--- config.mk ---
export PLATFORM = sky130hd
export DESIGN_NAME = tcw_queue
export DESIGN_NICKNAME = d
export VERILOG_FILES = /design/src/hw/rtl/tcw_pkg.sv /design/src/hw/rtl/tcw_queue.sv
export SDC_FILE = /design/constraint.sdc
export NUM_CORES = 1
export LEC_CHECK = 0
export BUFFER_PORTS_ARGS = -buffer_cell sky130_fd_sc_hd__buf_2
export CAP_MARGIN = 20
export CORE_ASPECT_RATIO = 1.2
export CORE_MARGIN = 1
export CORE_UTILIZATION = 47
export CTS_CLUSTER_SIZE = 25
export DETAILED_ROUTE_END_ITERATION = 16
export PLACE_DENSITY = 0.75
export SLEW_MARGIN = 15
export SYNTH_ARGS = -nofsm -noshare
export SYNTH_HDL_FRONTEND = slang
export SYNTH_SLANG_ARGS = --single-unit
--- constraint.sdc ---
create_clock -name clk -period 2.2 [get_ports clk]
set_clock_uncertainty 0.05 [all_clocks]
set_input_delay 0.33 -clock clk [delete_from_list [all_inputs] [get_ports clk]]
set_output_delay 0.33 -clock clk [all_outputs]
set_load 0.02 [all_outputs]
--- src/hw/rtl/tcw_pkg.sv ---
// shared types, constants and helpers for the text console cell writer
// no dependencies
`timescale 1ns / 1ps

package tcw_pkg;

    localparam int COLUMNS     = 80;
    localparam int ROWS        = 25;
    localparam int CELLS       = ROWS * COLUMNS;
    localparam int ADDR_W      = $clog2(CELLS);
    localparam int ROW_W       = 5;
    localparam int COL_W       = 7;
    localparam int CHAR_W      = 8;
    localparam int POS_W       = 11;
    localparam int CELL_W      = 16;
    localparam int ACT_W       = 2;
    localparam int IN_DATA_W   = 32;
    localparam int OUT_DATA_W  = 40;
    localparam int QUEUE_DEPTH = 2;
    localparam int QPTR_W      = $clog2(QUEUE_DEPTH);
    localparam int QCNT_W      = $clog2(QUEUE_DEPTH + 1);
    localparam int APB_ADDR_W  = 3;
    localparam int APB_DATA_W  = 32;

    localparam logic [ROW_W-1:0]  ROW_LAST  = ROW_W'(ROWS - 1);
    localparam logic [COL_W-1:0]  COL_LAST  = COL_W'(COLUMNS - 1);
    localparam logic [ADDR_W-1:0] CELL_LAST = ADDR_W'(CELLS - 1);
    localparam logic [ADDR_W-1:0] COPY_END  = ADDR_W'(CELLS - COLUMNS);
    localparam logic [ADDR_W-1:0] ROW_STEP  = ADDR_W'(COLUMNS);

    localparam logic [CHAR_W-1:0] CH_NEWLINE   = 8'h0A;
    localparam logic [CHAR_W-1:0] CH_RETURN    = 8'h0D;
    localparam logic [CHAR_W-1:0] CH_BACKSPACE = 8'h08;
    localparam logic [CHAR_W-1:0] CH_TAB       = 8'h09;
    localparam logic [CHAR_W-1:0] CH_SPACE     = 8'h20;
    localparam logic [CHAR_W-1:0] RESET_COLOR  = 8'h07;
    localparam logic [CHAR_W-1:0] TAB_STEP     = 8'd4;
    localparam logic [CHAR_W-1:0] TAB_MASK     = ~8'd3;

    localparam logic [ACT_W-1:0] ACT_PUT    = 2'd0;
    localparam logic [ACT_W-1:0] ACT_CLEAR  = 2'd1;
    localparam logic [ACT_W-1:0] ACT_SETCUR = 2'd2;
    localparam logic [ACT_W-1:0] ACT_READ   = 2'd3;

    localparam logic [APB_ADDR_W-1:0] REG_FILL_COLOR = 3'd0;

    typedef enum logic [2:0] {
        OP_CHAR,
        OP_NEWLINE,
        OP_RETURN,
        OP_BACKSPACE,
        OP_TAB,
        OP_CLEAR,
        OP_SETCUR,
        OP_READ
    } op_t;

    typedef enum logic [2:0] {
        ST_INIT,
        ST_IDLE,
        ST_READ,
        ST_CLEAR,
        ST_SCROLL,
        ST_FILL
    } back_state_t;

    typedef struct packed {
        op_t              op;
        logic [CHAR_W-1:0] ch;
        logic [CHAR_W-1:0] color;
        logic [ROW_W-1:0]  row;
        logic [COL_W-1:0]  col;
    } queue_entry_t;

    typedef struct packed {
        logic init_done;
        logic busy;
    } back_status_t;

    typedef struct packed {
        logic              scrolled;
        logic [CELL_W-1:0] cell_data;
        logic [POS_W-1:0]  cursor_pos;
        logic [COL_W-1:0]  cursor_col;
        logic [ROW_W-1:0]  cursor_row;
    } result_t;

    function automatic logic [ADDR_W-1:0] cell_addr(input logic [ROW_W-1:0] r,
                                                     input logic [COL_W-1:0] c);
        logic [ADDR_W-1:0] a;
        a = ADDR_W'(ADDR_W'(r) * ROW_STEP) + ADDR_W'(c);
        return a;
    endfunction

    function automatic logic [CELL_W-1:0] make_cell(input logic [CHAR_W-1:0] ch,
                                                     input logic [CHAR_W-1:0] attr);
        return {attr, ch};
    endfunction

endpackage

--- src/hw/rtl/tcw_queue.sv ---
// short operation queue between the front stage and the back end
// depends on tcw_pkg
`timescale 1ns / 1ps

module tcw_queue
    import tcw_pkg::*;
(
    input  logic         clk,
    input  logic         rst_n,
    input  logic         in_valid,
    output logic         in_ready,
    input  queue_entry_t in_entry,
    output logic         out_valid,
    input  logic         out_pop,
    output queue_entry_t out_entry
);

    queue_entry_t      entries_reg [QUEUE_DEPTH];
    logic [QPTR_W-1:0] wr_ptr_reg;
    logic [QPTR_W-1:0] wr_ptr_next;
    logic [QPTR_W-1:0] rd_ptr_reg;
    logic [QPTR_W-1:0] rd_ptr_next;
    logic [QCNT_W-1:0] count_reg;
    logic [QCNT_W-1:0] count_next;
    logic              push;
    logic              pop;

    assign in_ready  = (count_reg != QCNT_W'(QUEUE_DEPTH));
    assign out_valid = (count_reg != '0);
    assign out_entry = entries_reg[rd_ptr_reg];
    assign push      = in_valid && in_ready;
    assign pop       = out_pop && out_valid;

    always_comb
    begin
        wr_ptr_next = wr_ptr_reg;
        rd_ptr_next = rd_ptr_reg;
        count_next  = count_reg;
        if (push)
            wr_ptr_next = (wr_ptr_reg == QPTR_W'(QUEUE_DEPTH - 1)) ? '0 : wr_ptr_reg + 1'b1;
        if (pop)
            rd_ptr_next = (rd_ptr_reg == QPTR_W'(QUEUE_DEPTH - 1)) ? '0 : rd_ptr_reg + 1'b1;
        if (push && !pop)
            count_next = count_reg + 1'b1;
        else if (pop && !push)
            count_next = count_reg - 1'b1;
    end

    always_ff @(posedge clk or negedge rst_n)
    begin
        if (!rst_n)
        begin
            wr_ptr_reg <= '0;
            rd_ptr_reg <= '0;
            count_reg  <= '0;
        end
        else
        begin
            wr_ptr_reg <= wr_ptr_next;
            rd_ptr_reg <= rd_ptr_next;
            count_reg  <= count_next;
        end
    end

    always_ff @(posedge clk)
    begin
        if (push)
            entries_reg[wr_ptr_reg] <= in_entry;
    end

endmodule

==> results of run 1 <==
how the worst max path moves through the flow:
stage	to	slack, ps
2_1_floorplan	entries_reg[0][0]$_DFFE_PP_	130
6_report	out_entry[22]	290
3_3_place_gp	entries_reg[0][6]$_DFFE_PP_	640
4_1_cts	out_entry[22]	260
3_5_place_dp	entries_reg[0][6]$_DFFE_PP_	540
5_1_grt	out_entry[22]	230
per-stage QoR:
stage / setup WS (ps) / hold WS [ps] / cells
after CTS: 262 / 121 / 262
after detailed placement: 537 / 92.5 / 245
after global routing: 230 / 120 / 262
after global placement: 638 / 86.9 / 245
after floorplan: 125 / -15.6 / 115
final: 290 / 141 / 262
per-layer routing:
layer,global-route usage [%],part of all wire [%]
met1,15.6,37
met2,26.7,56
met3,5.10,4.8
met4,7.64,2.2
met5,0,0
layout make-up:
class | instances | area (um2) | share of cell area [%]
inverters | 1 | 3.75 | 0.117
multi-input cells | 44 | 558 | 17.4
flip-flops and latches | 66 | 1960 | 61.2
clock inverters | 6 | 81.3 | 2.54
clock buffers | 10 | 128 | 3.98
well taps | 62 | 77.6 | 2.42
repair buffers | 73 | 395 | 12.3
synth_stat cells, drive strengths merged:
cell type	instances
dfrtp	4
xor2	2
edfxtp	62
buf	4
ha	1
nor2	2
nand2	2
nand2b	1
or2	1
inv	1
and3	1
xnor2	3
mux2	31
cell families (layout without fill, tap and decap cells):
family | after synthesis | count (layout) | synth area share (%)
adders and majority gates | 1 | 1 | 0.483
buffers and inverters | 5 | 90 | 2.90
muxes | 31 | 31 | 17.7
and+or+nand+nor | 7 | 7 | 1.40
xor gates and xnor gates | 5 | 5 | 1.69
DFF | 66 | 66 | 75.8
power by group:
part	switching (mW)	internal [mW]	total [mW]
combinational	0.895	0.752	1.65
sequential	0.105	1.73	1.83
clock	0.404	0.630	1.03
total	1.40	3.11	4.51
critical path, delay by kind of cell, from the launching register on:
| family | cells | cell delay [ps] |
|---|---|---|
| flops | 1 | 360 |
| mux | 1 | 340 |
| buf+inv | 2 | 500 |
what timing repair did:
item | 4_1_cts | 5_1_grt
buffers inserted | 0 | 0
hold buffers | 1 | 0
endpoints found under the hold margin | 4 | 0
==> results.cfg, run 1 <==
[run_status]
status = completed

[floorplan]
coreArea_um2 = 5300
core.rowCount = 29
dieArea_um2 = 5810
die_height_um = 83.3
die_w_um = 69.7
initial_core_util_pct = 48.8
pin_count = 68

[placed_design]
gp_congestion = 0.669
place_area_um2 = 2990
portBuffers = 67
hpwl_um = 2870

[finish]
n_antenna_cell = 0
fin_util_pct = 60.5
fillerInstances = 393
drive_above_1_share_pct = 60.0
areaGrowthSynthToFinish_pct = 23.9
layout_commonest_cell = buf_2
largest_register_ffs = 62
stdcell_area_um2 = 3210
final_cell_mix = buf_2, edfxtp_1, mux2_4, clkbuf_8, buf_4
nNetsFinal = 231

[drt]
drt.antenna.violating_nets = 0
via_per_inst = 4.80
drc = 0
firstDrtPassIters = 3
drt_iter0_drc = 38
wl_per_cell_um = 15.3
routed_wirelength_um = 4010
vias = 1257

[cts]
cts_root_buffer = clkbuf_8
htree_levels = 3
clk_pin_slew_worst_paths_ps = 70
cts.repair.resized = 0
cts_buffer_depth = 2
cts_made_buffers = 9
cts_tree = built
clk_latency_ps = 320
clock-sinks = 66

[critical_path]
crit_path_max_incr_delay_ps = 360
cp-start-kind = flip-flop
path_max_fanout = 20
crit_chain = buf_4 > mux2_4 > buf_2
rr_startpoint = count_reg[0]$_DFFE_PN0P_
required_ps = 1820
cp-startpoint = rd_ptr_reg$_DFFE_PN0P_
worstPathArrival_ps = 1530
crit_type = reg2out
endpoint_kind = primary output
crit_slowest_cell = dfrtp_2
r2r_setup_slack_ps = 530
timing.rr.end = entries_reg[0][4]$_DFFE_PP_
reg2reg_depth = 4

[yosys]
synthDistinctLibCells = 16
yosysTopAreaCellShare_pct = 72.0
syn_inst = 115
synth_seq_area_share_pct = 75.8
synth_top_area_cell = edfxtp_1
syn_avg_cell_area_um2 = 22.5
ys_warn_count = 0
syn_area_um2 = 2590
synth_area_leaders = edfxtp_1, mux2_4, dfrtp_1
synth-seq-cells = 66
syn_nets = 151

[global_route]
grt_usage_pct = 15.1
grt_pass1_vias = 1376
grt_pass1_wl_um = 6450
grt_max_degree = 21
antenna_found_initial = 0
grt-ovfl-total = 0

[sta]
hold_viol_final = 0
drv_slew = 0
slew_headroom_pct = 72.9
period_minus_slack_ps = 1910
fin_crit_sh_pct = 86.8
rsz0062_at_grt = no
fmax_mhz = 523
worst_pin_slew_ps = 406
setup-tns-final_ps = 0
setup_violations = 0

[min_path]
hold_path_depth = 1
worstHoldEndpoint = entries_reg[0][13]$_DFFE_PP_
hold_class = in2reg
hp-start = in_entry[13]

[job]
drv_cap = 0

[power_and_ir_drop]
p_per_area_nw_per_um2 = 1410
power_mw = 4.51
power.leakage_nw = 1.32
ir_drop_uv = 836
(Power assumes the default switching activity.)
==> inputs of run 2 (changes only) <==
--- a/config.mk
+++ b/config.mk
@@ -9,10 +9,9 @@
 export CAP_MARGIN = 20
 export CORE_ASPECT_RATIO = 1.2
 export CORE_MARGIN = 1
-export CORE_UTILIZATION = 47
+export CORE_UTILIZATION = 35
 export CTS_CLUSTER_SIZE = 25
 export DETAILED_ROUTE_END_ITERATION = 16
-export PLACE_DENSITY = 0.75
 export SLEW_MARGIN = 15
 export SYNTH_ARGS = -nofsm -noshare
 export SYNTH_HDL_FRONTEND = slang
==> run 2 against run 1 <==
  * Register-to-register slack better by 90 ps
  * Clock power decreased by 11%
  * Routed wire length up 0.75%
  * Sequential cell count unchanged
  * Via count grew 1.1%
  * Utilization decreased by 15 points
  * Largest cell class unchanged
==> results.cfg, run 2 (same netlist as run 1, synthesis figures left out) <==
[run_status]
status = completed

[drt]
drc = 0
via_per_inst = 4.41
drt_iter0_drc = 50
firstDrtPassIters = 4
wl_per_cell_um = 14.0
routed_wirelength_um = 4040
vias = 1271
drt.antenna.violating_nets = 0

[finish]
n_antenna_cell = 0
nNetsFinal = 232
final_cells = 288
drive_above_1_share_pct = 58.2
final_cell_mix = buf_2, edfxtp_1, mux2_4, clkbuf_8, buf_4
fillerInstances = 630
layout_commonest_cell = buf_2
areaGrowthSynthToFinish_pct = 23.7
largest_register_ffs = 62
multi_input_area_um2 = 558
stdcell_area_um2 = 3200
fin_util_pct = 45.9
final-seq-area_um2 = 1960

[placed_design]
hpwl_um = 2750
place_ws_ps = 594
gp_congestion = 0.649
dp_cells = 271
portBuffers = 67
place_area_um2 = 3010

[cts]
clk_pin_slew_worst_paths_ps = 70
cts_tree = built
clk_latency_ps = 320
cts.repair.resized = 0
cts_buffer_depth = 2
clock-sinks = 66
cts_setup_buffers = 0
cts_root_buffer = clkbuf_8
htree_levels = 3
cts_made_buffers = 9

[sta]
rsz0062_at_grt = no
setup-tns-final_ps = 0
hold_viol_final = 0
worst_pin_slew_ps = 304
fin_crit_sh_pct = 85.7
timing.final.ws_setup_ps = 316
period_minus_slack_ps = 1880
slew_headroom_pct = 79.7
fmax_mhz = 531
setup_violations = 0
drv_slew = 0

[critical_path]
crit_type = reg2out
cp-start-kind = flip-flop
crit_slowest_cell = mux2_2
reg2reg_depth = 7
required_ps = 1820
worstPathArrival_ps = 1500
endpoint_kind = primary output
crit_chain = buf_4 > mux2_2 > buf_2
path_max_fanout = 17
critPathTopFamily = buffers and inverters
crit_path_max_incr_delay_ps = 370
path_depth = 3
worst-path-buf-inv = 2

[floorplan]
die_height_um = 96.2
dieArea_um2 = 7740
core.rowCount = 33
pin_count = 68
coreArea_um2 = 6980
die_w_um = 80.5
initial_core_util_pct = 37.1

[global_route]
antenna_found_initial = 0
grt_max_degree = 18
grt_pass1_wl_um = 6000
grt_usage_pct = 11.3
grt-ovfl-total = 0
grt_pass1_vias = 1258

[job]
drv_cap = 0

[power_and_ir_drop]
ir_drop_uv = 582
p_per_area_nw_per_um2 = 1370
power.leakage_nw = 1.30

[min_path]
hold_class = in2reg
hold_path_depth = 1
==> run 2: cell count changes in the layout (fill, tap and decap cells not counted), sizes merged <==
| cell | before | now |
|---|---|---|
| clkbuf | 10 | 11 |
| buf | 72 | 73 |
| bufinv | 2 | 1 |
| clkinv | 3 | 4 |
| clkinvlp | 1 | 0 |
==> run 2: final timing paths <==
check / start / to / slack (ps)
worst max-delay path: rd_ptr_reg$_DFFE_PN0P_ / out_entry[10] / 320
min in group asynchronous: rst_n / count_reg[0]$_DFFE_PN0P_ / 290
worst max register to register: count_reg[0]$_DFFE_PN0P_ / count_reg[1]$_DFFE_PN0P_ / 620
max in group asynchronous: rst_n / rd_ptr_reg$_DFFE_PN0P_ / 1670
worst min register to register: count_reg[1]$_DFFE_PN0P_ / count_reg[1]$_DFFE_PN0P_ / 440
worst min-delay path: in_entry[14] / entries_reg[0][14]$_DFFE_PP_ / 140
==> run 2: metal layers <==
| metal | up-vias | GRT usage (%) | part of all wire, % |
|---|---|---|---|
| li1 | 605 | - | - |
| met1 | 627 | 11.9 | 39 |
| met2 | 33 | 18.6 | 55 |
| met3 | 6 | 3.51 | 4.3 |
| met4 | 0 | 8.93 | 1.9 |
| met5 | - | 0 | 0 |
==> run 2: metrics by stage <==
stage | hold slack, ps | power (mW)
CTS | 113 | 4.45
global placement | 95.8 | 3.50
detailed placement | 95.2 | 3.52
floorplan | -15.6 | 3.16
finish | 138 | 4.37
global route | 113 | 4.60
==> run 2: worst register-to-register path: stages, from the launching register on <==
cell and delay (ps):
dfrtp_1 410, nand2b_1 180, nand2_1 170, inv_1 60, ha_1 210, xor2_1 140, nor2_1 120, xor2_1 150
==> run 2: area by class of cell <==
type / instances / share of cell area [%]
Inverter: 1 / 0.117
Tap cell: 87 / 3.40
Multi-Input combinational cell: 44 / 17.4
Clock inverter: 5 / 1.41
Sequential cell: 66 / 61.3
Clock buffer: 11 / 4.10
Timing Repair Buffer: 74 / 12.2
==> run 2: what timing repair did <==
action	4_1_cts	5_1_grt
hold buffers	1	0
setup endpoints to repair	0	0
hold endpoints to repair	4	0
==> run 2: where the power goes <==
part,switching [mW],total [mW],internal (mW)
clock network,0.403,0.912,0.509
registers,0.0917,1.82,1.73
logic,0.897,1.64,0.744
