## config.mk

```make
export PLATFORM = sky130hd
export DESIGN_NAME = tcw_front
export DESIGN_NICKNAME = d
export VERILOG_FILES = /design/src/hw/rtl/tcw_pkg.sv /design/src/hw/rtl/tcw_front.sv
export SDC_FILE = /design/constraint.sdc
export NUM_CORES = 1
export LEC_CHECK = 0
export BUFFER_PORTS_ARGS = -buffer_cell sky130_fd_sc_hd__buf_4
export CORE_MARGIN = 1.5
export CORE_UTILIZATION = 41
export DETAILED_ROUTE_END_ITERATION = 12
export PLACE_DENSITY = 0.77
export SYNTH_ARGS = -nofsm -noshare
export SYNTH_HDL_FRONTEND = slang
export SYNTH_SLANG_ARGS = --single-unit
```

## constraint.sdc

```tcl
create_clock -name clk -period 2.75 [get_ports clk]
set_input_delay 0.4125 -clock clk [delete_from_list [all_inputs] [get_ports clk]]
set_output_delay 0.4125 -clock clk [all_outputs]
set_load 0.02 [all_outputs]
```

## src/hw/rtl/tcw_pkg.sv

```systemverilog
// shared types, constants and helpers for the text console cell writer
// no dependencies
`timescale 1ns / 1ps

package tcw_pkg;

    localparam int COLUMNS     = 80;
    localparam int ROWS        = 25;
    localparam int CELLS       = ROWS * COLUMNS;
    localparam int ADDR_W      = $clog2(CELLS);
    localparam int ROW_W       = 5;
    localparam int COL_W       = 7;
    localparam int CHAR_W      = 8;
    localparam int POS_W       = 11;
    localparam int CELL_W      = 16;
    localparam int ACT_W       = 2;
    localparam int IN_DATA_W   = 32;
    localparam int OUT_DATA_W  = 40;
    localparam int QUEUE_DEPTH = 2;
    localparam int QPTR_W      = $clog2(QUEUE_DEPTH);
    localparam int QCNT_W      = $clog2(QUEUE_DEPTH + 1);
    localparam int APB_ADDR_W  = 3;
    localparam int APB_DATA_W  = 32;

    localparam logic [ROW_W-1:0]  ROW_LAST  = ROW_W'(ROWS - 1);
    localparam logic [COL_W-1:0]  COL_LAST  = COL_W'(COLUMNS - 1);
    localparam logic [ADDR_W-1:0] CELL_LAST = ADDR_W'(CELLS - 1);
    localparam logic [ADDR_W-1:0] COPY_END  = ADDR_W'(CELLS - COLUMNS);
    localparam logic [ADDR_W-1:0] ROW_STEP  = ADDR_W'(COLUMNS);

    localparam logic [CHAR_W-1:0] CH_NEWLINE   = 8'h0A;
    localparam logic [CHAR_W-1:0] CH_RETURN    = 8'h0D;
    localparam logic [CHAR_W-1:0] CH_BACKSPACE = 8'h08;
    localparam logic [CHAR_W-1:0] CH_TAB       = 8'h09;
    localparam logic [CHAR_W-1:0] CH_SPACE     = 8'h20;
    localparam logic [CHAR_W-1:0] RESET_COLOR  = 8'h07;
    localparam logic [CHAR_W-1:0] TAB_STEP     = 8'd4;
    localparam logic [CHAR_W-1:0] TAB_MASK     = ~8'd3;

    localparam logic [ACT_W-1:0] ACT_PUT    = 2'd0;
    localparam logic [ACT_W-1:0] ACT_CLEAR  = 2'd1;
    localparam logic [ACT_W-1:0] ACT_SETCUR = 2'd2;
    localparam logic [ACT_W-1:0] ACT_READ   = 2'd3;

    localparam logic [APB_ADDR_W-1:0] REG_FILL_COLOR = 3'd0;

    typedef enum logic [2:0] {
        OP_CHAR,
        OP_NEWLINE,
        OP_RETURN,
        OP_BACKSPACE,
        OP_TAB,
        OP_CLEAR,
        OP_SETCUR,
        OP_READ
    } op_t;

    typedef enum logic [2:0] {
        ST_INIT,
        ST_IDLE,
        ST_READ,
        ST_CLEAR,
        ST_SCROLL,
        ST_FILL
    } back_state_t;

    typedef struct packed {
        op_t              op;
        logic [CHAR_W-1:0] ch;
        logic [CHAR_W-1:0] color;
        logic [ROW_W-1:0]  row;
        logic [COL_W-1:0]  col;
    } queue_entry_t;

    typedef struct packed {
        logic init_done;
        logic busy;
    } back_status_t;

    typedef struct packed {
        logic              scrolled;
        logic [CELL_W-1:0] cell_data;
        logic [POS_W-1:0]  cursor_pos;
        logic [COL_W-1:0]  cursor_col;
        logic [ROW_W-1:0]  cursor_row;
    } result_t;

    function automatic logic [ADDR_W-1:0] cell_addr(input logic [ROW_W-1:0] r,
                                                     input logic [COL_W-1:0] c);
        logic [ADDR_W-1:0] a;
        a = ADDR_W'(ADDR_W'(r) * ROW_STEP) + ADDR_W'(c);
        return a;
    endfunction

    function automatic logic [CELL_W-1:0] make_cell(input logic [CHAR_W-1:0] ch,
                                                     input logic [CHAR_W-1:0] attr);
        return {attr, ch};
    endfunction

endpackage

```

## src/hw/rtl/tcw_front.sv

```systemverilog
// front stage: accepts input beats, decodes them into operations, clamps targets
// depends on tcw_pkg
`timescale 1ns / 1ps

module tcw_front
    import tcw_pkg::*;
(
    input  logic                 clk,
    input  logic                 rst_n,
    input  logic                 s_tvalid,
    output logic                 s_tready,
    input  logic [IN_DATA_W-1:0] s_tdata,
    input  logic [ACT_W-1:0]     s_tuser,
    input  back_status_t         status,
    output logic                 q_valid,
    input  logic                 q_ready,
    output queue_entry_t         q_entry
);

    logic         front_valid_reg;
    logic         front_valid_next;
    queue_entry_t front_entry_reg;
    queue_entry_t decoded;
    logic         accept;

    logic [CHAR_W-1:0] in_char;
    logic [CHAR_W-1:0] in_color;
    logic [ROW_W-1:0]  in_row;
    logic [COL_W-1:0]  in_col;

    assign in_char  = s_tdata[7:0];
    assign in_color = s_tdata[15:8];
    assign in_row   = s_tdata[20:16];
    assign in_col   = s_tdata[27:21];

    assign s_tready = status.init_done && (!front_valid_reg || q_ready);
    assign accept   = s_tvalid && s_tready;
    assign q_valid  = front_valid_reg;
    assign q_entry  = front_entry_reg;

    always_comb
    begin
        decoded.ch    = in_char;
        decoded.color = in_color;
        decoded.row   = (in_row > ROW_LAST) ? ROW_LAST : in_row;
        decoded.col   = (in_col > COL_LAST) ? COL_LAST : in_col;
        decoded.op    = OP_CHAR;
        unique case (s_tuser)
            ACT_PUT:
            begin
                case (in_char)
                    CH_NEWLINE:   decoded.op = OP_NEWLINE;
                    CH_RETURN:    decoded.op = OP_RETURN;
                    CH_BACKSPACE: decoded.op = OP_BACKSPACE;
                    CH_TAB:       decoded.op = OP_TAB;
                    default:      decoded.op = OP_CHAR;
                endcase
            end
            ACT_CLEAR:  decoded.op = OP_CLEAR;
            ACT_SETCUR: decoded.op = OP_SETCUR;
            ACT_READ:   decoded.op = OP_READ;
            default:    decoded.op = OP_CHAR;
        endcase
    end

    always_comb
    begin
        if (accept)
            front_valid_next = 1'b1;
        else if (q_ready)
            front_valid_next = 1'b0;
        else
            front_valid_next = front_valid_reg;
    end

    always_ff @(posedge clk or negedge rst_n)
    begin
        if (!rst_n)
            front_valid_reg <= 1'b0;
        else
            front_valid_reg <= front_valid_next;
    end

    always_ff @(posedge clk)
    begin
        if (accept)
            front_entry_reg <= decoded;
    end

endmodule

```

==> summary.txt, run 1 <==
Place
  – Placed Area: 1700 um2
  – Placed instance count: 158
  – Dpl hpwl: 1.71 mm
  – IO Port Bufs: 67
  – Global placement routability congestion: 0.700

Final layout
  – Design Area, Final: around 1800 um2
  – Most frequent cells in the layout: 69 x buf_4, 31 x edfxtp_1, 6 x nand2b_1, 5 x clkbuf_4, 4 x and2_1
  – Net count reported at finish: 175
  – Most common cell after layout, fill and taps aside: buf_4
  – N_diodes: 0
  – Fraction of layout cells with a size suffix above 1: 58.5%
  – Post-route insts no fill: 166
  – Area delta synth->final: 52.6%

Hold path
  – Worst Hold Launch: s_tdata[11]
  – Hold WC Path Type: in2reg

Route
  – Final WL: 2.13 mm
  – 1st-iter DRT viols: 11
  – Drt drc: 0
  – Via density: 4.67
  – Drt pass-1 iters: 2
  – Wirelength per Cell: roughly 13 um
  – DRT antenna net count: 0
  – Via count: 776

STA
  – Final Cycle Share: 53.6%
  – Clock skew: 0.00367 ns
  – RSZ-0062 raised after global routing: no
  – Actual slew at the worst max-slew pin: approximately 0.47 ns
  – Final Hold Fails: 0
  – Total negative slack: 0 ns
  – FMAX: 679 MHz
  – Rel. slew slack: 68.5%
  – Max-slew violations: 0
  – # setup viols final: 0
  – Tmin final: 1.47 ns

Floorplan
  – IO Count: 73
  – Die area: about 3100 um2
  – Die X: 55.9 um
  – Cell row count: 19
  – Die height: between 50 and 60 um
  – Core Area: 2710 um2
  – Initial Utilization: 42.3%

Clock network
  – H-tree levels: 2
  – Worst-path clk slew: 0.09 ns
  – Clock Path Buffers: 2
  – Clk_lat worst skew: roughly 0.30 ns
  – Post-CTS Setup Bufs: 0
  – CTS root buf: clkbuf_4
  – Inserted Clock Buffers: 5
  – Clock tree from TritonCTS: built
  – Clk sinks: 32

Logic synthesis
  – Synth top area cells: edfxtp_1 81%, nand2b_1 3.3%, and2_1 2.2%
  – Synth unique cells: 16
  – Synth top area share: 81.1%
  – Flops & latches, synth: 32
  – Synth Instances: 61
  – Biggest area consumer among synthesized cells: edfxtp_1
  – Synth Area per Inst: 18.8 um2
  – Proportion of synthesized chip area in sequential cells: 83.3%
  – Cell area after synthesis: between 1000 and 1500 um2
  – Syn_nets: 101
  – Synth warnings: 0

Worst setup path
  – Critical Setup Path Class: reg2out
  – CP endpoint kind: output pin
  – Max stage delay on crit path: a little under 0.4 ns
  – Req. time, crit path: 2.34 ns
  – Slowest stage cell, crit path: dfrtp_1
  – Worst setup path end: s_tready
  – Worst reg2reg path startpoint: q_valid
  – Crit path depth: 3
  – Start point of the critical path: q_valid
  – WP buf/inv: 1
  – Data arrival, critical path: 1.06 ns
  – Crit-path leading delay family: flip-flops
  – Startpoint types: register
  – Worst Path Max Fanout: 3
  – Register-to-register setup slack: about 1.6 ns
  – R2R cell count: 3
  – Critical R2R Capture: q_entry[19]
  – Crit-path cells: nand2b_1 > and2_1 > buf_4

Global route
  – Number of global-route vias before repair: about 770
  – Largest net degree at the start of global routing: 18
  – Global-route wire length before repair: around 3.5 mm
  – Total global-route track usage: 15.2%
  – Initial antenna violation count: 0
  – Overflow after GRT: 0

Outcome
  – Status: completed

Pwr
  – P per Cell Area: 525 nW/um2
  – Pleak: 0.000735 uW
  – VDD IR max: around 0.44 mV
  – Power Total: between 900 and 1000 uW

Flow run
  – Max-cap violations: 0
## report_power, final
group | switching [uW] | internal, uW
clock | 134 | 89.1
combinational | 62.1 | 68.2
sequential | 5.74 | 560
total | 202 | 717
## metal layers
layer  GRT usage, %  wire length (um)
met3           6.98               205
met4           7.14                17
met5              0                 0
met1           14.9               698
met2           27.0              1210
## layout make-up
type | count | area [um2]
sequential | 32 | 956
clock buffer | 5 | 37.5
multi-input combinational | 24 | 175
inverter | 2 | 7.51
fill | 208 | 960
tap | 31 | 38.8
clock inverter | 2 | 7.51
timing repair buffer | 70 | 528
## repair_timing
item	CTS	global route
hold buffers	1	0
endpoints found under the hold margin	1	0
gates resized for setup	0	0
## worst register-to-register path, stage by stage, from the launching register on
cell      delay (ns)
dfrtp_1         0.39
nand2b_1        0.10
nor2b_2         0.16
buf_4           0.25
## Yosys cell counts
master / n
xor2_1: 1
dfrtp_1: 1
or4b_4: 1
or2_2: 1
or3_1: 1
nand2b_1: 6
o311ai_2: 1
nor2b_1: 3
and2_1: 4
o21ai_0: 1
clkbuf_1: 3
o41ai_2: 1
inv_1: 2
o31ai_1: 1
nand2_1: 3
edfxtp_1: 31
## sequential cells by signal, summed over array words and instances, names as in the netlist
register,cells
q_valid,1
q_entry,31
## per-stage QoR
stage	worst slack (ns)	hold slack, ns	utilization, %
2_1_floorplan	0.337	0.117	-
4_1_cts	1.25	0.261	64.6
6_report	1.28	0.274	64.6
5_1_grt	1.23	0.240	64.6
3_3_place_gp	1.19	0.188	62.6
3_5_place_dp	1.19	0.190	62.6
## worst min path at each step
stage	to	slack [ns]	cells past startpoint
6_report	q_entry[15]	0.27	1
2_1_floorplan	q_valid	0.12	0
4_1_cts	q_entry[12]	0.26	1
3_3_place_gp	q_valid	0.19	1
3_5_place_dp	q_valid	0.19	1
5_1_grt	q_entry[15]	0.24	1
## kinds of logic (layout without fill, tap and decap cells)
| kind of cell | Yosys count | after routing | synth area share [%] |
|---|---|---|---|
| compound gates | 4 | 4 | 3.93 |
| xor+xnor | 1 | 1 | 0.763 |
| buf+inv | 5 | 79 | 1.64 |
| flops | 32 | 32 | 83.3 |
| simple gates | 19 | 19 | 10.4 |
Power figures use the tool's default switching activity.
==> run 2: changes to the inputs <==
- CORE_UTILIZATION: 41 -> 37
- PLACE_DENSITY: 0.77 -> 0.73
- clock period: 2.75 -> 1.3 ns (I/O delays scaled with it)
==> run 2 against run 1 <==
  * Clock power grew to 3.3 times the previous value
  * Hold slack worse by 0.24 ns
  * Clock-buffer cell count unchanged
  * Combinational power up 130%
  * Highest routed layer unchanged
  * Sequential power increased by 110%
  * Final area grew 6.4%
  * Sequential cell count is the same
  * Critical path depth is the same
  * Via count did not move
  * Setup slack worse by 1.3 ns
  * Core utilization shrank 2.5 points
==> summary.txt, run 2 (same netlist as run 1, synthesis figures left out) <==
Route
  – Drt drc: 0 (unchanged)
  – DRT antenna net count: 0 (unchanged)
  – Via count: 776 (unchanged)
  – Final WL: 2.37 mm (was 2.13 mm)
  – 1st-iter DRT viols: 26 (was 11)
  – Drt pass-1 iters: 3 (was 2)
  – Via density: 4.49 (was 4.67)
  – Wirelength per Cell: 13.7 um (was 12.8 um)

Floorplan
  – Initial Utilization: 38.2% (was 42.3%)
  – Die X: 58.7 um (was 55.9 um)
  – IO Count: 73 (unchanged)
  – Die area: 3440 um2 (was 3120 um2)
  – Cell row count: 20 (was 19)
  – Die height: 58.7 um (was 55.9 um)
  – Core Area: 3000 um2 (was 2710 um2)

Place
  – Worst slack, placed: -0.0447 ns (was 1.19 ns)
  – IO Port Bufs: 67 (unchanged)
  – Placed instance count: 159 (was 158)
  – Global placement routability congestion: 0.648 (was 0.700)
  – Dpl hpwl: 1.62 mm (was 1.71 mm)

Final layout
  – Fraction of layout cells with a size suffix above 1: 60.0% (was 58.5%)
  – Net count reported at finish: 179 (was 175)
  – Post-route insts no fill: 173 (was 166)
  – Fin util: 62.0% (was 64.6%)
  – Most frequent cells in the layout: 66 x buf_4, 31 x edfxtp_1, 6 x dlygate4sd3_1, 5 x nand2b_1, 5 x clkbuf_4 (was 69 x buf_4, 31 x edfxtp_1, 6 x nand2b_1, 5 x clkbuf_4, 4 x and2_1)
  – Max reg flops: 31 (unchanged)
  – N_diodes: 0 (unchanged)
  – Area delta synth->final: 62.4% (was 52.6%)
  – Most common cell after layout, fill and taps aside: buf_4 (unchanged)

Clock network
  – Inserted Clock Buffers: 5 (unchanged)
  – Clk_lat worst skew: 0.33 ns (was 0.30 ns)
  – Clock Path Buffers: 2 (unchanged)
  – Clock tree from TritonCTS: built (unchanged)
  – Worst-path clk slew: 0.10 ns (was 0.09 ns)
  – H-tree levels: 2 (unchanged)
  – CTS root buf: clkbuf_4 (unchanged)
  – Clk sinks: 32 (unchanged)

Global route
  – Overflow after GRT: 0 (unchanged)
  – Initial antenna violation count: 0 (unchanged)
  – Global-route wire length before repair: 3.13 mm (was 3.46 mm)
  – Largest net degree at the start of global routing: 32 (was 18)
  – Total global-route track usage: 13.1% (was 15.2%)
  – Number of global-route vias before repair: 686 (was 767)

Worst setup path
  – Crit-path leading delay family: flip-flops (unchanged)
  – Slowest stage cell, crit path: dfrtp_2 (was dfrtp_1)
  – Data arrival, critical path: 1.09 ns (was 1.06 ns)
  – Startpoint types: register (unchanged)
  – CP endpoint kind: output pin (unchanged)
  – Crit-path cells: nand2b_4 > and2_4 > buf_6 (was nand2b_1 > and2_1 > buf_4)
  – Worst Path Max Fanout: 3 (unchanged)
  – Critical Setup Path Class: reg2out (unchanged)
  – Max stage delay on crit path: 0.44 ns (was 0.39 ns)
  – WP buf/inv: 1 (unchanged)
  – Req. time, crit path: 1.11 ns (was 2.34 ns)

STA
  – Rel. slew slack: 66.8% (was 68.5%)
  – Final WS setup: 0.0179 ns (was 1.28 ns)
  – Final Cycle Share: 98.6%
  – Tmin final: 1.28 ns
  – Final Hold Fails: 0 (unchanged)
  – RSZ-0062 raised after global routing: yes (was no)
  – Actual slew at the worst max-slew pin: 0.492 ns (was 0.468 ns)
  – Max-slew violations: 0 (unchanged)
  – Clock skew: 0.0106 ns (was 0.00367 ns)
  – # setup viols final: 0 (unchanged)
  – FMAX: between 700 and 800 MHz

Pwr
  – VDD IR max: 0.683 mV (was 0.443 mV)
  – P per Cell Area: 1200 nW/um2 (was 525 nW/um2)
  – Pleak: 0.000783 uW (was 0.000735 uW)

Hold path
  – Hold WC Path Type: in2reg (unchanged)

Outcome
  – Status: completed (unchanged)

Flow run
  – Max-cap violations: 0 (unchanged)
-- run 2: cell count changes in the layout (fill, tap and decap cells not counted), sizes merged --
cell / before / now
clkinvlp: 0 / 1
clkinv: 2 / 1
dlygate4sd3: 1 / 6
bufinv: 0 / 1
buf: 69 / 68
-- run 2: timing repair --
item / 4_1_cts / 5_1_grt
hold buffers: 1 / 5
setup endpoints to repair: 1 / 1
endpoints found under the hold margin: 1 / 5
pin swaps: 1 / 0
resized for setup: 3 / 0
setup buffers: 0 / 0
cloned: 0 / 0
-- run 2: per-stage QoR --
step | cell area (um2) | TNS [ns] | power (uW) | hold slack (ns)
6_report | 1860 | 0 | 2240 | 0.0307
5_1_grt | 1860 | -0.0398 | 2340 | 0.00434
4_1_cts | 1810 | -0.0000913 | 2260 | 0.0101
3_5_place_dp | 1710 | -0.0751 | 1510 | -0.0230
3_3_place_gp | 1710 | -0.0133 | 1500 | -0.0295
2_1_floorplan | 1160 | -5.43 | 1340 | -0.101
-- run 2: final timing paths --
check | end | slack [ns] | startpoint | cells after the start
min in group asynchronous | q_valid | 0.16 | rst_n | 2
hold reg to reg | q_valid | 0.55 | q_valid | 2
setup reg to reg | q_entry[10] | 0.11 | q_valid | 3
setup / recovery | s_tready | 0.02 | q_valid | 3
hold / removal | q_entry[14] | 0.03 | s_tdata[10] | 1
max in group asynchronous | q_valid | 1.05 | rst_n | 2
-- run 2: report_power, final --
group	internal [uW]	leakage [uW]	switching (uW)
clock network	401	0.0000412	340
registers	1190	0.000299	13.4
logic	163	0.000443	140
-- run 2: area by class of cell --
cell class              count  area [um2]
well taps                  33        41.3
repair buffers             74         587
fillers                   234        1140
clock inverters             3        42.5
inverters                   2        7.51
clock buffers               5        37.5
multi-input cells          24         190
flip-flops and latches     32         957
-- run 2: routing by layer --
layer  track usage (%)  vias up  share of wire [%]
met1              13.2      348                 39
li1                  -      379                  -
met3              6.59        7                8.5
met5                 0        -                  0
met2              21.8       42                 50
met4              7.79        0                2.5
==> run 3: changes to the inputs <==
- CELL_PAD_IN_SITES_DETAIL_PLACEMENT: default -> 1
- CELL_PAD_IN_SITES_GLOBAL_PLACEMENT: default -> 2
- CORE_UTILIZATION: 37 -> 23
- PLACE_DENSITY: 0.73 -> 0.72
- REMOVE_ABC_BUFFERS: default -> 1
- SKIP_CTS_REPAIR_TIMING: default -> 1
==> run 3 against run 2 <==
  * Cell count increased by 17%
  * Register-to-register slack got worse by 0.02 ns
  * Sequential share of layout area decreased by 0.067 points
  * Maximum frequency increased by 2.7%
  * Die area increased by 57%
  * Hold slack improved by 0.062 ns
  * Non-clock buffer count decreased by 5
  * Final area unchanged
  * Sequential cell count unchanged
  * First-iteration DRC count increased by 50%
  * Sequential power about the same
==> summary.txt, run 3 (same netlist as run 1, synthesis figures left out) <==
Outcome
  – Status: completed (unchanged)

Worst setup path
  – Slowest stage cell, crit path: dfrtp_1 (was dfrtp_2)
  – Startpoint types: register (unchanged)
  – Worst reg2reg path startpoint: q_valid (unchanged)
  – Req. time, crit path: 1.11 ns (about the same)
  – Critical Setup Path Class: reg2out (unchanged)
  – Data arrival, critical path: 1.05 ns (was 1.09 ns)
  – Register-to-register setup slack: 0.09 ns (was 0.11 ns)
  – Worst Path Max Fanout: 3 (unchanged)
  – Crit-path cells: nand2b_1 > and2_1 > buf_4 (was nand2b_4 > and2_4 > buf_6)
  – R2R cell count: 3 (unchanged)
  – CP endpoint kind: output pin (unchanged)
  – Max stage delay on crit path: 0.38 ns (was 0.44 ns)
  – Critical R2R Capture: q_entry[30] (was q_entry[10])

Final layout
  – Post-route insts no fill: 202 (was 173)
  – Net count reported at finish: 174 (was 179)
  – Most frequent cells in the layout: 67 x buf_4, 31 x edfxtp_1, 6 x nand2b_1, 5 x clkbuf_8, 4 x and2_1 (was 66 x buf_4, 31 x edfxtp_1, 6 x dlygate4sd3_1, 5 x nand2b_1, 5 x clkbuf_4)
  – Max reg flops: 31 (unchanged)
  – Fin util: 39.2% (was 62.0%)
  – Design Area, Final: 1860 um2 (unchanged)
  – Reg area: 956 um2 (was 957 um2)
  – Fillers: 521 (was 234)
  – Multi-input logic area: 175 um2 (was 190 um2)
  – Area delta synth->final: 62.4% (unchanged)
  – Most common cell after layout, fill and taps aside: buf_4 (unchanged)
  – Fraction of layout cells with a size suffix above 1: 59.3% (was 60.0%)
  – N_diodes: 0 (unchanged)

STA
  – Clock skew: 0.00321 ns (was 0.0106 ns)
  – Rel. slew slack: 69.6% (was 66.8%)
  – Max-slew violations: 0 (unchanged)
  – Actual slew at the worst max-slew pin: 0.452 ns (was 0.492 ns)
  – Final Cycle Share: 96.0% (was 98.6%)
  – RSZ-0062 raised after global routing: no (was yes)
  – Total negative slack: 0 ns (unchanged)
  – FMAX: 801 MHz (was 780 MHz)
  – Tmin final: 1.25 ns (was 1.28 ns)
  – # setup viols final: 0 (unchanged)
  – Final Hold Fails: 0 (unchanged)

Global route
  – Largest net degree at the start of global routing: 32 (unchanged)
  – Global-route wire length before repair: 3.78 mm (was 3.13 mm)
  – Initial antenna violation count: 0 (unchanged)
  – Total global-route track usage: 9.57% (was 13.1%)
  – Number of global-route vias before repair: 807 (was 686)
  – Overflow after GRT: 0 (unchanged)

Floorplan
  – Die area: 5420 um2 (was 3440 um2)
  – Initial Utilization: 24.1% (was 38.2%)
  – Die X: 73.6 um (was 58.7 um)
  – Core Area: 4750 um2 (was 3000 um2)
  – Cell row count: 25 (was 20)
  – Die height: 73.6 um (was 58.7 um)
  – IO Count: 73 (unchanged)

Pwr
  – Power Total: 2400 uW (was 2240 uW)
  – Seq pwr share: 50.0% (was 53.4%)
  – Switching Fraction: 20.7% (was 22.0%)
  – Comb pwr share: 11.8% (was 13.5%)
  – Clock share of power: 38.2% (was 33.0%)
  – Pleak: 0.000762 uW (was 0.000783 uW)
  – Power Internal: 1900 uW (was 1750 uW)
  – Psw: 497 uW (was 493 uW)
  – P per Cell Area: 1290 nW/um2 (was 1200 nW/um2)
  – VDD IR max: 0.668 mV (was 0.683 mV)

Place
  – Dpl hpwl: 2.16 mm (was 1.62 mm)
  – Placed Area: 1750 um2 (was 1710 um2)
  – Global placement routability congestion: 0.696 (was 0.648)
  – IO Port Bufs: 67 (unchanged)
  – Placed instance count: 193 (was 159)

Route
  – Via count: 777 (was 776)
  – Drt drc: 0 (unchanged)
  – Final WL: 2.71 mm (was 2.37 mm)
  – Via density: 3.85 (was 4.49)
  – DRT antenna net count: 0 (unchanged)
  – Drt pass-1 iters: 4 (was 3)
  – Wirelength per Cell: 13.4 um (was 13.7 um)
  – 1st-iter DRT viols: 39 (was 26)

Clock network
  – Worst-path clk slew: 0.07 ns (was 0.10 ns)
  – Clk_lat worst skew: 0.27 ns (was 0.33 ns)
  – H-tree levels: 2 (unchanged)
  – Clk sinks: 32 (unchanged)
  – Clock tree from TritonCTS: built (unchanged)
  – CTS root buf: clkbuf_8 (was clkbuf_4)
  – Clock Path Buffers: 2 (unchanged)
  – Inserted Clock Buffers: 5 (unchanged)

Flow run
  – Max-cap violations: 0 (unchanged)

Hold path
  – Worst Hold Launch: s_tdata[11] (was s_tdata[10])
  – Hold WC Path Type: in2reg (unchanged)
  – Hold Path Cell Cnt: 1 (unchanged)
  – Worst Hold End: q_entry[15] (was q_entry[14])
-- run 3: how the worst max path moves through the flow --
stage                    start          end  slack [ns]
floorplan              q_valid   q_entry[0]       -1.11
CTS                    q_valid     s_tready        0.03
global placement    s_tdata[4]  q_entry[29]       -0.03
detailed placement  s_tdata[4]  q_entry[29]       -0.05
finish                 q_valid     s_tready        0.05
global route           q_valid     s_tready        0.02
-- run 3: metal layers --
| metal | wire [um] | global-route usage (%) | part of all wire [%] |
|---|---|---|---|
| met1 | 930 | 9.69 | 34 |
| met2 | 1570 | 17.7 | 58 |
| met3 | 161 | 2.61 | 5.9 |
| met4 | 41 | 4.94 | 1.5 |
| met5 | 0 | 0 | 0 |
-- run 3: final cells by class --
class / count / area share (%)
clock buffers: 6 / 3.90
well taps: 67 / 4.50
inverters: 2 / 0.403
flip-flops and latches: 32 / 51.3
repair buffers: 69 / 28.6
multi-input cells: 24 / 9.40
clock inverters: 2 / 1.88
-- run 3: worst max-delay path: cells and delay by family, from the launching register on --
family	cells	cell delay, ns
DFF	1	0.38
buffers and inverters	1	0.14
and+or+nand+nor	2	0.26
-- run 3: metrics by stage --
step,worst slack (ns),hold slack (ns)
CTS,0.0266,-0.326
detailed placement,-0.0538,-0.0271
floorplan,-1.11,-0.101
finish,0.0520,0.0925
global route,0.0188,0.0798
global placement,-0.0273,-0.0293
-- run 3: power groups by stage --
stage | clock, uW | sequential (uW) | combinational (uW)
global route | 975 | 1200 | 303
finish | 916 | 1200 | 283
global placement | 0 | 1220 | 278
floorplan | 0 | 1280 | 53.4
detailed placement | 0 | 1220 | 286
CTS | 955 | 1200 | 286
